File: src/rtl/fsp_pkg.sv
// Shared types, character codes and a helper function of the FASTA stream parser.
package fsp_pkg;

  // Character codes
  localparam logic [7:0] CharGt      = 8'h3E;  // '>'
  localparam logic [7:0] CharNl      = 8'h0A;  // '\n'
  localparam logic [7:0] CharUpperN  = 8'h4E;  // 'N'
  localparam logic [7:0] CharLowerN  = 8'h6E;  // 'n'
  localparam logic [7:0] CharSpace   = 8'h20;
  localparam logic [7:0] CharTab     = 8'h09;
  localparam logic [7:0] CharCr      = 8'h0D;
  localparam logic [7:0] CharLowerA  = 8'h61;
  localparam logic [7:0] CharLowerZ  = 8'h7A;
  localparam logic [7:0] CaseOffset  = 8'h20;
  localparam logic [7:0] CharNul     = 8'h00;

  localparam int unsigned CountW = 32;

  // Parser mode
  typedef enum logic [1:0] {
    MODE_SEQ  = 2'd0,
    MODE_NAME = 2'd1,
    MODE_HEAD = 2'd2
  } mode_e;

  // Result kinds
  typedef enum logic [2:0] {
    KIND_NAME_CHAR = 3'd0,
    KIND_NAME_END  = 3'd1,
    KIND_NUC       = 3'd2,
    KIND_REC_END   = 3'd3,
    KIND_BAD       = 3'd4,
    KIND_UNTERM    = 3'd5
  } kind_e;

  typedef struct packed {
    logic [7:0] text_byte;
    logic       end_of_text;
  } in_item_t;

  typedef struct packed {
    kind_e              kind;
    logic [7:0]         out_char;
    logic [CountW-1:0]  record_number;
    logic [CountW-1:0]  line_index;
    logic [CountW-1:0]  column_index;
  } out_item_t;

  // Byte classification handed from the decoder to the control logic
  typedef struct packed {
    logic       is_nl;
    logic       is_gt;
    logic       is_space;
    logic       is_plain;
    logic       is_ambig;
    logic [7:0] norm_char;
  } class_t;

  // Counter step that holds at all ones
  function automatic logic [CountW-1:0] sat_inc(input logic [CountW-1:0] v);
    return (v == {CountW{1'b1}}) ? v : v + {{(CountW-1){1'b0}}, 1'b1};
  endfunction

endpackage

File: src/rtl/fsp_stream_if.sv
// Valid/ready channels for text requests in and parse results out.
interface fsp_in_if;
  logic              valid;
  logic              ready;
  fsp_pkg::in_item_t payload;

  modport source (output valid, output payload, input ready);
  modport sink   (input valid, input payload, output ready);
endinterface

interface fsp_out_if;
  logic               valid;
  logic               ready;
  fsp_pkg::out_item_t payload;

  modport source (output valid, output payload, input ready);
  modport sink   (input valid, input payload, output ready);
endinterface

File: src/rtl/fsp_classify.sv
// Byte decoder: newline, marker, whitespace, base and ambiguity-code detection.
module fsp_classify (
  input  logic [7:0]      text_byte_i,
  output fsp_pkg::class_t class_o
);

  logic [7:0] upper;

  // Fold lower case letters onto upper case
  assign upper = ((text_byte_i >= fsp_pkg::CharLowerA) && (text_byte_i <= fsp_pkg::CharLowerZ))
               ? text_byte_i - fsp_pkg::CaseOffset : text_byte_i;

  always_comb begin
    class_o.is_nl    = (text_byte_i == fsp_pkg::CharNl);
    class_o.is_gt    = (text_byte_i == fsp_pkg::CharGt);
    class_o.is_space = (text_byte_i == fsp_pkg::CharSpace) ||
                       ((text_byte_i >= fsp_pkg::CharTab) && (text_byte_i <= fsp_pkg::CharCr));
    class_o.is_plain = (upper == 8'h41) || (upper == 8'h43) || (upper == 8'h47) ||
                       (upper == 8'h54) || (upper == fsp_pkg::CharUpperN);
    // R Y S W K M B D H V
    class_o.is_ambig = (upper == 8'h52) || (upper == 8'h59) || (upper == 8'h53) ||
                       (upper == 8'h57) || (upper == 8'h4B) || (upper == 8'h4D) ||
                       (upper == 8'h42) || (upper == 8'h44) || (upper == 8'h48) ||
                       (upper == 8'h56);
    // Plain bases pass; ambiguity codes become N, keeping case
    if (class_o.is_plain) begin
      class_o.norm_char = text_byte_i;
    end else if (text_byte_i >= fsp_pkg::CharLowerA) begin
      class_o.norm_char = fsp_pkg::CharLowerN;
    end else begin
      class_o.norm_char = fsp_pkg::CharUpperN;
    end
  end

endmodule

File: src/rtl/fsp_ctrl.sv
// Parser state, position counters and result selection for one request.
module fsp_ctrl (
  input  logic                clk_i,
  input  logic                rst_ni,
  input  logic                accept_i,
  input  fsp_pkg::in_item_t   item_i,
  input  fsp_pkg::class_t     class_i,
  output logic                res_valid_o,
  output fsp_pkg::out_item_t  result_o
);

  fsp_pkg::mode_e                 mode_q, mode_d;
  logic                           at_line_start_q, at_line_start_d;
  logic                           on_first_line_q, on_first_line_d;
  logic                           halted_q, halted_d;
  logic [fsp_pkg::CountW-1:0]     line_count_q, line_count_d;
  logic [fsp_pkg::CountW-1:0]     column_count_q, column_count_d;
  logic [fsp_pkg::CountW-1:0]     record_count_q, record_count_d;
  logic                           live;

  assign live = accept_i && !halted_q;

  // Next state
  always_comb begin
    mode_d          = mode_q;
    at_line_start_d = at_line_start_q;
    on_first_line_d = on_first_line_q;
    halted_d        = halted_q;
    line_count_d    = line_count_q;
    column_count_d  = column_count_q;
    record_count_d  = record_count_q;
    if (live) begin
      if (item_i.end_of_text) begin
        halted_d = 1'b1;
      end else if (class_i.is_nl) begin
        line_count_d    = fsp_pkg::sat_inc(line_count_q);
        column_count_d  = '0;
        mode_d          = fsp_pkg::MODE_SEQ;
        at_line_start_d = 1'b1;
        on_first_line_d = 1'b0;
      end else begin
        column_count_d = fsp_pkg::sat_inc(column_count_q);
        if (class_i.is_gt) begin
          if (!at_line_start_q) begin
            halted_d = 1'b1;
          end else begin
            at_line_start_d = 1'b0;
            mode_d          = fsp_pkg::MODE_NAME;
            if (on_first_line_q) begin
              on_first_line_d = 1'b0;
            end else begin
              record_count_d = fsp_pkg::sat_inc(record_count_q);
            end
          end
        end else begin
          at_line_start_d = 1'b0;
          case (mode_q)
            fsp_pkg::MODE_NAME: begin
              if (class_i.is_space) mode_d = fsp_pkg::MODE_HEAD;
            end
            fsp_pkg::MODE_SEQ: begin
              if (!class_i.is_plain && !class_i.is_ambig) halted_d = 1'b1;
            end
            default: ;
          endcase
        end
      end
    end
  end

  // Result selection; positions include the current byte
  always_comb begin
    res_valid_o            = 1'b0;
    result_o.kind          = fsp_pkg::KIND_NAME_CHAR;
    result_o.out_char      = fsp_pkg::CharNul;
    result_o.record_number = record_count_q;
    result_o.line_index    = line_count_d;
    result_o.column_index  = column_count_d;
    if (live) begin
      if (item_i.end_of_text) begin
        res_valid_o   = 1'b1;
        result_o.kind = (mode_q != fsp_pkg::MODE_SEQ) ? fsp_pkg::KIND_UNTERM
                                                      : fsp_pkg::KIND_REC_END;
      end else if (class_i.is_nl) begin
        if (mode_q != fsp_pkg::MODE_SEQ) begin
          res_valid_o   = 1'b1;
          result_o.kind = fsp_pkg::KIND_NAME_END;
        end
      end else if (class_i.is_gt) begin
        if (!at_line_start_q) begin
          res_valid_o       = 1'b1;
          result_o.kind     = fsp_pkg::KIND_BAD;
          result_o.out_char = item_i.text_byte;
        end else if (!on_first_line_q) begin
          res_valid_o   = 1'b1;
          result_o.kind = fsp_pkg::KIND_REC_END;
        end
      end else begin
        case (mode_q)
          fsp_pkg::MODE_NAME: begin
            if (!class_i.is_space) begin
              res_valid_o       = 1'b1;
              result_o.kind     = fsp_pkg::KIND_NAME_CHAR;
              result_o.out_char = item_i.text_byte;
            end
          end
          fsp_pkg::MODE_SEQ: begin
            res_valid_o = 1'b1;
            if (class_i.is_plain || class_i.is_ambig) begin
              result_o.kind     = fsp_pkg::KIND_NUC;
              result_o.out_char = class_i.norm_char;
            end else begin
              result_o.kind     = fsp_pkg::KIND_BAD;
              result_o.out_char = item_i.text_byte;
            end
          end
          default: ;
        endcase
      end
    end
  end

  // State registers
  always_ff @(posedge clk_i or negedge rst_ni) begin
    if (!rst_ni) begin
      mode_q          <= fsp_pkg::MODE_SEQ;
      at_line_start_q <= 1'b1;
      on_first_line_q <= 1'b1;
      halted_q        <= 1'b0;
      line_count_q    <= '0;
      column_count_q  <= '0;
      record_count_q  <= {{(fsp_pkg::CountW-1){1'b0}}, 1'b1};
    end else begin
      mode_q          <= mode_d;
      at_line_start_q <= at_line_start_d;
      on_first_line_q <= on_first_line_d;
      halted_q        <= halted_d;
      line_count_q    <= line_count_d;
      column_count_q  <= column_count_d;
      record_count_q  <= record_count_d;
    end
  end

`ifndef NO_ASSERTIONS
  // Once halted, nothing more comes out
  assert property (@(posedge clk_i) disable iff (!rst_ni) halted_q |-> !res_valid_o)
    else $error("fsp_ctrl: result produced while halted");

  // A fresh line has no columns counted yet
  assert property (@(posedge clk_i) disable iff (!rst_ni)
                   at_line_start_q |-> (column_count_q == '0))
    else $error("fsp_ctrl: nonzero column at line start");

  // A header can only be open after the first marker was consumed
  assert property (@(posedge clk_i) disable iff (!rst_ni)
                   (mode_q != fsp_pkg::MODE_SEQ) |-> !on_first_line_q)
    else $error("fsp_ctrl: header mode while first-line flag set");
`endif

endmodule

File: src/rtl/fasta_stream_parser_unit.sv
// Top level of the FASTA stream parser: decoder, control and result register.
//
// Usage:
//   in_i carries one text byte per request (text_byte, end_of_text). A request
//   with end_of_text set closes the text and yields a record end or an
//   unterminated header error.
//   out_o carries at most one result per request: name characters, name end,
//   normalized nucleotides, record ends and errors, each tagged with record
//   number, line index and column index (counters saturate at all ones).
// Results are registered: a result appears on out_o in the cycle after its request is accepted.
// Throughput: one byte per cycle while out_o does not stall; decode and counter updates are a single
//   combinational stage feeding the one-entry result register.
// Stalls: in_i.ready is high whenever the result register is empty or is being
//   drained in the same cycle, so a stalled receiver backs up the input after
//   one pending result.
// Reset: parser returns to sequence mode at line start, record number 1,
//   counters zero, error flag clear, result register empty. After an error or
//   end of text, requests are still accepted but produce no results until reset.
module fasta_stream_parser_unit (
  input  logic            clk_i,
  input  logic            rst_ni,
  fsp_in_if.sink          in_i,
  fsp_out_if.source       out_o
);

  fsp_pkg::class_t     byte_class;
  fsp_pkg::out_item_t  result;
  fsp_pkg::out_item_t  out_item_q;
  logic                res_valid;
  logic                accept;
  logic                out_valid_q, out_valid_d;

  assign in_i.ready = !out_valid_q || out_o.ready;
  assign accept     = in_i.valid && in_i.ready;

  fsp_classify u_classify (
    .text_byte_i (in_i.payload.text_byte),
    .class_o     (byte_class)
  );

  fsp_ctrl u_ctrl (
    .clk_i       (clk_i),
    .rst_ni      (rst_ni),
    .accept_i    (accept),
    .item_i      (in_i.payload),
    .class_i     (byte_class),
    .res_valid_o (res_valid),
    .result_o    (result)
  );

  // Result register occupancy
  always_comb begin
    out_valid_d = out_valid_q;
    if (accept && res_valid) begin
      out_valid_d = 1'b1;
    end else if (out_o.ready) begin
      out_valid_d = 1'b0;
    end
  end

  always_ff @(posedge clk_i or negedge rst_ni) begin
    if (!rst_ni) begin
      out_valid_q <= 1'b0;
    end else begin
      out_valid_q <= out_valid_d;
    end
  end

  // Result payload
  always_ff @(posedge clk_i) begin
    if (accept && res_valid) begin
      out_item_q <= result;
    end
  end

  assign out_o.valid   = out_valid_q;
  assign out_o.payload = out_item_q;

`ifndef NO_ASSERTIONS
  // Every produced result lands in the output register
  assert property (@(posedge clk_i) disable iff (!rst_ni)
                   (accept && res_valid) |=> out_valid_q)
    else $error("fsp_top: produced result was dropped");

  // Only defined kinds leave the block
  assert property (@(posedge clk_i) disable iff (!rst_ni)
                   out_valid_q |-> (out_item_q.kind <= fsp_pkg::KIND_UNTERM))
    else $error("fsp_top: undefined result kind");

  // Kinds without a character carry a zero byte
  assert property (@(posedge clk_i) disable iff (!rst_ni)
                   (out_valid_q && (out_item_q.kind == fsp_pkg::KIND_NAME_END ||
                                    out_item_q.kind == fsp_pkg::KIND_REC_END ||
                                    out_item_q.kind == fsp_pkg::KIND_UNTERM))
                   |-> (out_item_q.out_char == fsp_pkg::CharNul))
    else $error("fsp_top: nonzero character on a marker result");
`endif

endmodule
File: src/flat_wrapper.sv
// flat-port wrapper written by rule: the top's interface ports become plain ports
module fasta_stream_parser_unit_flat 
  (clk_i, rst_ni, in_i_valid, in_i_payload, in_i_ready, out_o_valid, out_o_payload, out_o_ready);
  fsp_in_if in_i_i ();
  fsp_out_if out_o_i ();
  input  logic clk_i;
  input  logic rst_ni;
  input wire logic [$bits(in_i_i.valid)-1:0] in_i_valid;
  input wire logic [$bits(in_i_i.payload)-1:0] in_i_payload;
  output wire logic [$bits(in_i_i.ready)-1:0] in_i_ready;
  output wire logic [$bits(out_o_i.valid)-1:0] out_o_valid;
  output wire logic [$bits(out_o_i.payload)-1:0] out_o_payload;
  input wire logic [$bits(out_o_i.ready)-1:0] out_o_ready;
  assign in_i_i.valid = in_i_valid;
  assign in_i_i.payload = in_i_payload;
  assign in_i_ready = in_i_i.ready;
  assign out_o_valid = out_o_i.valid;
  assign out_o_payload = out_o_i.payload;
  assign out_o_i.ready = out_o_ready;
  fasta_stream_parser_unit u_core (.clk_i(clk_i), .rst_ni(rst_ni), .in_i(in_i_i), .out_o(out_o_i));
endmodule
File: config.mk
export PLATFORM = sky130hd
export DESIGN_NAME = fasta_stream_parser_unit_flat
export DESIGN_NICKNAME = d
export VERILOG_FILES = /design/src/rtl/fsp_pkg.sv /design/src/rtl/fsp_stream_if.sv /design/src/rtl/fsp_classify.sv /design/src/rtl/fsp_ctrl.sv /design/src/rtl/fasta_stream_parser_unit.sv /design/src/flat_wrapper.sv
export SDC_FILE = /design/constraint.sdc
export NUM_CORES = 1
export LEC_CHECK = 0
export BUFFER_PORTS_ARGS = -buffer_cell sky130_fd_sc_hd__buf_2
export CAP_MARGIN = 10
export CORE_MARGIN = 2
export CORE_UTILIZATION = 62
export CTS_CLUSTER_SIZE = 14
export DETAILED_ROUTE_END_ITERATION = 8
export GPL_TIMING_DRIVEN = 0
export PLACE_DENSITY = 0.85
export SYNTH_ARGS = -nofsm -noshare
export SYNTH_HDL_FRONTEND = slang
export SYNTH_SLANG_ARGS = --single-unit
File: constraint.sdc
create_clock -name clk_i -period 13.6 [get_ports clk_i]
set_clock_uncertainty 0.1 [all_clocks]
set_input_delay 1.36 -clock clk_i [delete_from_list [all_inputs] [get_ports clk_i]]
set_output_delay 1.36 -clock clk_i [all_outputs]
set_load 0.01 [all_outputs]
==> results of run 1 <==
## through the flow
stage                     cell area [um2]  utilization [%]
after global placement               9664            69.62
after detailed placement             9801            70.61
final                               10510            75.70
after floorplan                      8838                -
after global routing                10510            75.70
after CTS                           10510            75.70
## cell type report
cell class,count,area (um2)
Inverter,14,52.55
Clock inverter,8,121.4
Clock buffer,29,585.6
Buffer,22,85.08
Sequential cell,209,5769
Fill cell,843,3373
Timing Repair Buffer,125,725.7
Tap cell,180,225.2
Multi-Input combinational cell,462,2943
## registers in the layout, indices dropped and copies added (netlist names)
name                           flops
u_core.out_o.valid                 1
u_core.u_ctrl.record_count_q      32
u_core.u_ctrl.mode_q               2
u_core.out_o.payload             107
u_core.u_ctrl.column_count_q      32
u_core.u_ctrl.line_count_q        32
u_core.u_ctrl.on_first_line_q      1
u_core.u_ctrl.at_line_start_q      1
u_core.u_ctrl.halted_q             1
## worst max-delay path by stage
stage                               start                        to  slack, ns  depth (start not counted)
after floorplan           in_i_payload[5]   u_core.out_o.payload[0]       5.04                          7
after global placement    in_i_payload[5]  u_core.out_o.payload[51]       2.94                          7
after detailed placement  in_i_payload[5]  u_core.out_o.payload[52]       9.29                          9
after CTS                 in_i_payload[5]  u_core.out_o.payload[85]       9.79                          9
after global routing      in_i_payload[5]  u_core.out_o.payload[49]       9.60                          7
final                     in_i_payload[5]  u_core.out_o.payload[52]       9.75                          9
## metal layers
layer  vias to the layer above  track usage (%)  routed length (um)
met5                         -                0                   0
met4                         0            9.020                 511
met3                        45            3.736                1200
met2                       255            44.40               10060
met1                      3128            35.38                8000
li1                       2919                -                   -
## cell families after synthesis
| group | count (synthesis) | synth area share (%) |
|---|---|---|
| AO/OA/AOI/OAI | 79 | 6.087 |
| XOR/XNOR | 78 | 7.729 |
| adder cells (fa/ha/maj) | 5 | 0.7078 |
| buffers and inverters | 36 | 1.557 |
| flip-flops | 209 | 65.27 |
| multiplexers | 4 | 0.4813 |
| AND/OR/NAND/NOR | 296 | 18.16 |
## layout by cell type, fill, tap and decap left out, types with 17 or more instances in the layout
master | netlist | routed
buf_2 | 2 | 121
edfxtp_1 | 107 | 107
dfrtp_1 | 99 | 99
nand2_1 | 55 | 55
nor2_1 | 53 | 53
xnor2_1 | 45 | 45
nand3_1 | 41 | 41
nand4_1 | 38 | 38
xor2_1 | 33 | 33
clkbuf_1 | 20 | 25
clkbuf_16 | 0 | 21
and3_1 | 17 | 17
a21oi_1 | 18 | 17
## power breakdown
part	leakage, nW	internal (W)	switching [W]
clock	0.336	0.000358	0.000233
sequential	2.36	0.000687	0.0000139
combinational	1.58	0.0000259	0.0000480
total	4.28	0.00107	0.000294
==> results by group, run 1 <==
Worst hold path
  – Sink of the worst hold path: u_core.u_ctrl.on_first_line_q
  – Class of the worst hold path: flop to flop
  – HP Start: u_core.u_ctrl.on_first_line_q
  – Hold path cells: 1

Placed design
  – DP Wirelength: 13040 um
  – Dpl cells: 1012
  – Pre-CTS setup slack: 9.294 ns
  – Port Buf Inserts: 120
  – GP Congestion: 0.8960

Synth
  – Yosys top cell by area: edfxtp_1
  – Avg Inst Size Synth: 12.50 um2
  – Most numerous cell in the Yosys netlist: edfxtp_1
  – EDFF count, synth: 107
  – Synthesis warning total: 0
  – Seq cells post-synth: 209
  – Top-area cell type share of the netlist area: 36.35%
  – Most frequent cells after synthesis: 107 x edfxtp_1, 99 x dfrtp_1, 55 x nand2_1
  – Top_reg_cell synth: edfxtp_1
  – Top post-synthesis cells by area: edfxtp_1 36%, dfrtp_1 28%, xnor2_1 4.5%
  – Number of distinct library cells after synthesis: 58
  – Mapped Cells: 707
  – FFs w/ async S/R, synth: 48.80%
  – Register area share after synthesis: 65.27%
  – Synth Cell Area: 0.008838 mm2
  – Post-Syn Nets: 725

Worst setup path
  – RR Startpoint: u_core.u_ctrl.halted_q
  – Largest stage delay, worst path: 0.45 ns
  – Setup Crit Path Kind: input port to flop
  – Critical Path RT: 13.68 ns
  – Crit path capture type: flop
  – Reg2reg setup slack: 10.67 ns
  – Worst Reg-to-Reg Cells: 6
  – Crit path max-delay family: buffers and inverters
  – Critical Path Source Type: input port
  – RR Endpoint: u_core.out_o.payload[49]
  – Critical path arrival: 3.92 ns
  – CP max FO: 32
  – CP bufs+invs: 4
  – Critical-path cell list: buf_2 -> nor4_1 -> and4b_1 -> clkbuf_1 -> a21oi_1 -> a21boi_0 -> a21oi_4 -> buf_16 -> buf_12
  – Slowest cell on crit path: clkbuf_1

Detailed routing
  – Routed WL: 19780 um
  – First-pass DRT Iterations: 5
  – Post-route ant nets: 0
  – WL per Instance: 18.85 um
  – Via density: 6.051
  – Initial drt markers: 487
  – Vias: 6347
  – DRC Markers: 0

GRT
  – Initial antenna violation count: 0
  – First-pass GRT wire length: 31540 um
  – Vias in the first global route: 6215
  – Largest net degree at the start of global routing: 54
  – Total GRT Usage: 26.36%
  – Global route overflow: 0

Timing
  – Setup TNS: 0 ns
  – Setup violators final: 0
  – Rel. slew slack: 53.36%
  – Slew @ Worst Pin: 0.6996 ns
  – Period utilisation layout: 28.30%
  – Final Critical Period: 3.848 ns
  – Hold Worst Slack: 0.3714 ns
  – Unrepaired setup endpoints after global routing: no
  – Post-route setup slack: 9.752 ns
  – Achievable Freq: 0.2598 GHz
  – Hold Fails Final Rpt: 0
  – Fin. max-slew vios: 0

Layout
  – Layout area overhead: 18.88%
  – Nets@finish: 873
  – # diodes: 0
  – Layout cell share with drive strength beyond 1: 19.91%
  – Fin cells: 1049

Die
  – Initial core utilization: 63.67%
  – Site Rows: 43
  – Io pins: 122
  – Core area: 0.01388 mm2
  – Die Width: 123.4 um
  – DIE HEIGHT: 123.4 um
  – Die Footprint: 0.01523 mm2

Clock tree
  – Hold-fix buffers, CTS: 0
  – CTS max path bufs: 3
  – H-Tree Depth: 1
  – Post-CTS setup buffers: 0
  – CTS root buffer: clkbuf_16
  – Worst-skew pair later-pin latency: 0.48 ns
  – CTS tree: built
  – Clock sinks: 209
  – Resized cells post-CTS: 0
  – Clock input transition at the sequential cells of the worst setup and hold paths: 0.06 ns
  – CTS buffer count: 21

Power and ir drop
  – Overall power: 0.001365 W
  – Worst vdd ir: 0.09163 mV
  – Power per cell area: 129.9 mW/mm2
  – Leakage: 4.283 nW

Flow run
  – Total of max-cap violations: 0

Outcome
  – Status: finished, final reports clean
Note: power is estimated with default switching activity, not from simulation.
==> run 2, diff against run 1 <==
--- a/config.mk
+++ b/config.mk
@@ -8,11 +8,11 @@
 export BUFFER_PORTS_ARGS = -buffer_cell sky130_fd_sc_hd__buf_2
 export CAP_MARGIN = 10
 export CORE_MARGIN = 2
-export CORE_UTILIZATION = 62
+export CORE_UTILIZATION = 57
 export CTS_CLUSTER_SIZE = 14
 export DETAILED_ROUTE_END_ITERATION = 8
 export GPL_TIMING_DRIVEN = 0
-export PLACE_DENSITY = 0.85
+export PLACE_DENSITY = 0.79
 export SYNTH_ARGS = -nofsm -noshare
 export SYNTH_HDL_FRONTEND = slang
 export SYNTH_SLANG_ARGS = --single-unit
==> constraint.sdc (replaced) <==
create_clock -name clk_i -period 3.7 [get_ports clk_i]
set_clock_uncertainty 0.1 [all_clocks]
set_input_delay 0.37 -clock clk_i [delete_from_list [all_inputs] [get_ports clk_i]]
set_output_delay 0.37 -clock clk_i [all_outputs]
set_load 0.01 [all_outputs]
==> results by group, run 2 (same netlist as run 1, synthesis figures left out) <==
Worst setup path
  – Critical path launch point: u_core.out_o.valid
  – Crit path max-delay family: simple AND/OR/NAND/NOR gates
  – Slowest cell on crit path: or4_1
  – CP max FO: 10
  – CP bufs+invs: 0
  – Critical Path RT: 3.84 ns
  – Critical-path cell list: nand2b_1 -> nand3b_1 -> or4_1 -> a31oi_1 -> nand4_1 -> xnor2_1
  – Largest stage delay, worst path: 0.71 ns
  – RR Startpoint: u_core.out_o.valid
  – Setup Crit Path Kind: flop to flop
  – Critical Path Source Type: flop
  – Crit path capture type: flop
  – Critical path arrival: 3.02 ns

Clock tree
  – CTS tree: built
  – Post-CTS setup buffers: 0
  – H-Tree Depth: 1
  – CTS root buffer: clkbuf_16
  – Worst-skew pair later-pin latency: 0.49 ns
  – CTS max path bufs: 3
  – Clock input transition at the sequential cells of the worst setup and hold paths: 0.06 ns
  – Clock sinks: 209
  – CTS buffer count: 22

Placed design
  – Port Buf Inserts: 120
  – Dpl cells: 1019
  – Post-DP Area: 0.009831 mm2
  – Pre-CTS setup slack: 0.5054 ns
  – DP Wirelength: 12470 um
  – GP Congestion: 0.8712

Die
  – Io pins: 122
  – Die Footprint: 0.01652 mm2
  – DIE HEIGHT: 128.5 um
  – Die Width: 128.5 um
  – Initial core utilization: 58.14%
  – Core area: 0.01520 mm2
  – Site Rows: 45

Power and ir drop
  – Worst vdd ir: 0.4131 mV
  – Leakage: 4.310 nW
  – Overall power: 0.004961 W
  – Power per cell area: 470.3 mW/mm2

Layout
  – Layout area overhead: 19.35%
  – Most common cell after layout, fill and taps aside: buf_2
  – Nets@finish: 874
  – Largest register FFs: 107
  – Fin cells: 1060
  – Layout cell share with drive strength beyond 1: 20.64%
  – Fin area: 0.01055 mm2
  – # diodes: 0
  – Most frequent cells in the layout: 121 x buf_2, 107 x edfxtp_1, 99 x dfrtp_1
  – Fillers: 1065

Timing
  – Period utilisation layout: 78.00%
  – Setup violators final: 0
  – Achievable Freq: 0.3465 GHz
  – Unrepaired setup endpoints after global routing: no
  – Fin. max-slew vios: 0
  – Post-route setup slack: 0.8139 ns
  – Slew @ Worst Pin: 0.9445 ns
  – Final Critical Period: 2.886 ns
  – Rel. slew slack: 36.89%
  – Hold Fails Final Rpt: 0
  – Hold Worst Slack: 0.2270 ns

Detailed routing
  – DRC Markers: 0
  – Met1 Wirelength: 8168 um
  – Vias: 6225
  – Post-route ant nets: 0
  – First-pass DRT Iterations: 5
  – Initial drt markers: 438
  – Routed WL: 18150 um
  – Highest metal used: met4
  – WL per Instance: 17.12 um
  – Via density: 5.873
  – Wire length on met3: 884 um
  – Wire length on met2: 8847 um

GRT
  – Total GRT Usage: 21.92%
  – Largest net degree at the start of global routing: 73
  – Vias in the first global route: 5980
  – First-pass GRT wire length: 29350 um
  – Initial antenna violation count: 0
  – Global route overflow: 0

Worst hold path
  – Class of the worst hold path: input port to flop
  – HP Start: in_i_payload[8]

Outcome
  – Status: finished, final reports clean

Flow run
  – Total of max-cap violations: 0
## run 2: tightest hold or removal path, delay by kind of cell
kind | cells | cell delay, ns
buffers and inverters | 2 | 0.21
and+or+nand+nor | 1 | 0.07
## run 2: final cells by class
cell class / instances / area [um2] / area share [%]
sequential: 209 / 5769 / 54.69
multi-input combinational: 462 / 2970 / 28.16
timing repair buffer: 125 / 708.2 / 6.713
clock buffer: 33 / 633.1 / 6.002
tap: 188 / 235.2 / 2.230
buffer: 22 / 105.1 / 0.9963
clock inverter: 7 / 75.07 / 0.7117
inverter: 14 / 52.55 / 0.4982
## run 2: where the power goes
| group | switching (W) | total, W | internal [W] |
|---|---|---|---|
| registers | 0.0000503 | 0.00258 | 0.00253 |
| clock network | 0.000853 | 0.00211 | 0.00126 |
| logic | 0.000177 | 0.000272 | 0.0000950 |
| total | 0.00108 | 0.00496 | 0.00388 |
## run 2: worst paths after layout
path	endpoint	slack [ns]	cells after the start
worst max-delay path	u_core.out_o.payload[49]	0.81	6
worst max register to register	u_core.out_o.payload[49]	0.81	6
worst min-delay path	u_core.out_o.payload[103]	0.23	3
max in group asynchronous	u_core.u_ctrl.record_count_q[0]	2.50	3
min in group asynchronous	u_core.u_ctrl.record_count_q[25]	0.27	2
worst min register to register	u_core.u_ctrl.halted_q	0.36	1
## run 2: what timing repair did
action	CTS	global route
hold endpoints to repair	30	0
hold buffers	1	0
resized for setup	0	0
## run 2: per-layer routing
metal  vias to the layer above  GRT usage (%)
li1                       2914              -
met1                      3076          31.40
met2                       211          36.05
met3                        24          2.994
met4                         0          5.754
met5                         -              0
## run 2: stage by stage
step / TNS, ns / util [%]
2_1_floorplan: -0.9863 / -
5_1_grt: 0 / 69.39
6_report: 0 / 69.39
3_3_place_gp: -98.23 / 64.02
3_5_place_dp: 0 / 64.67
4_1_cts: 0 / 69.39
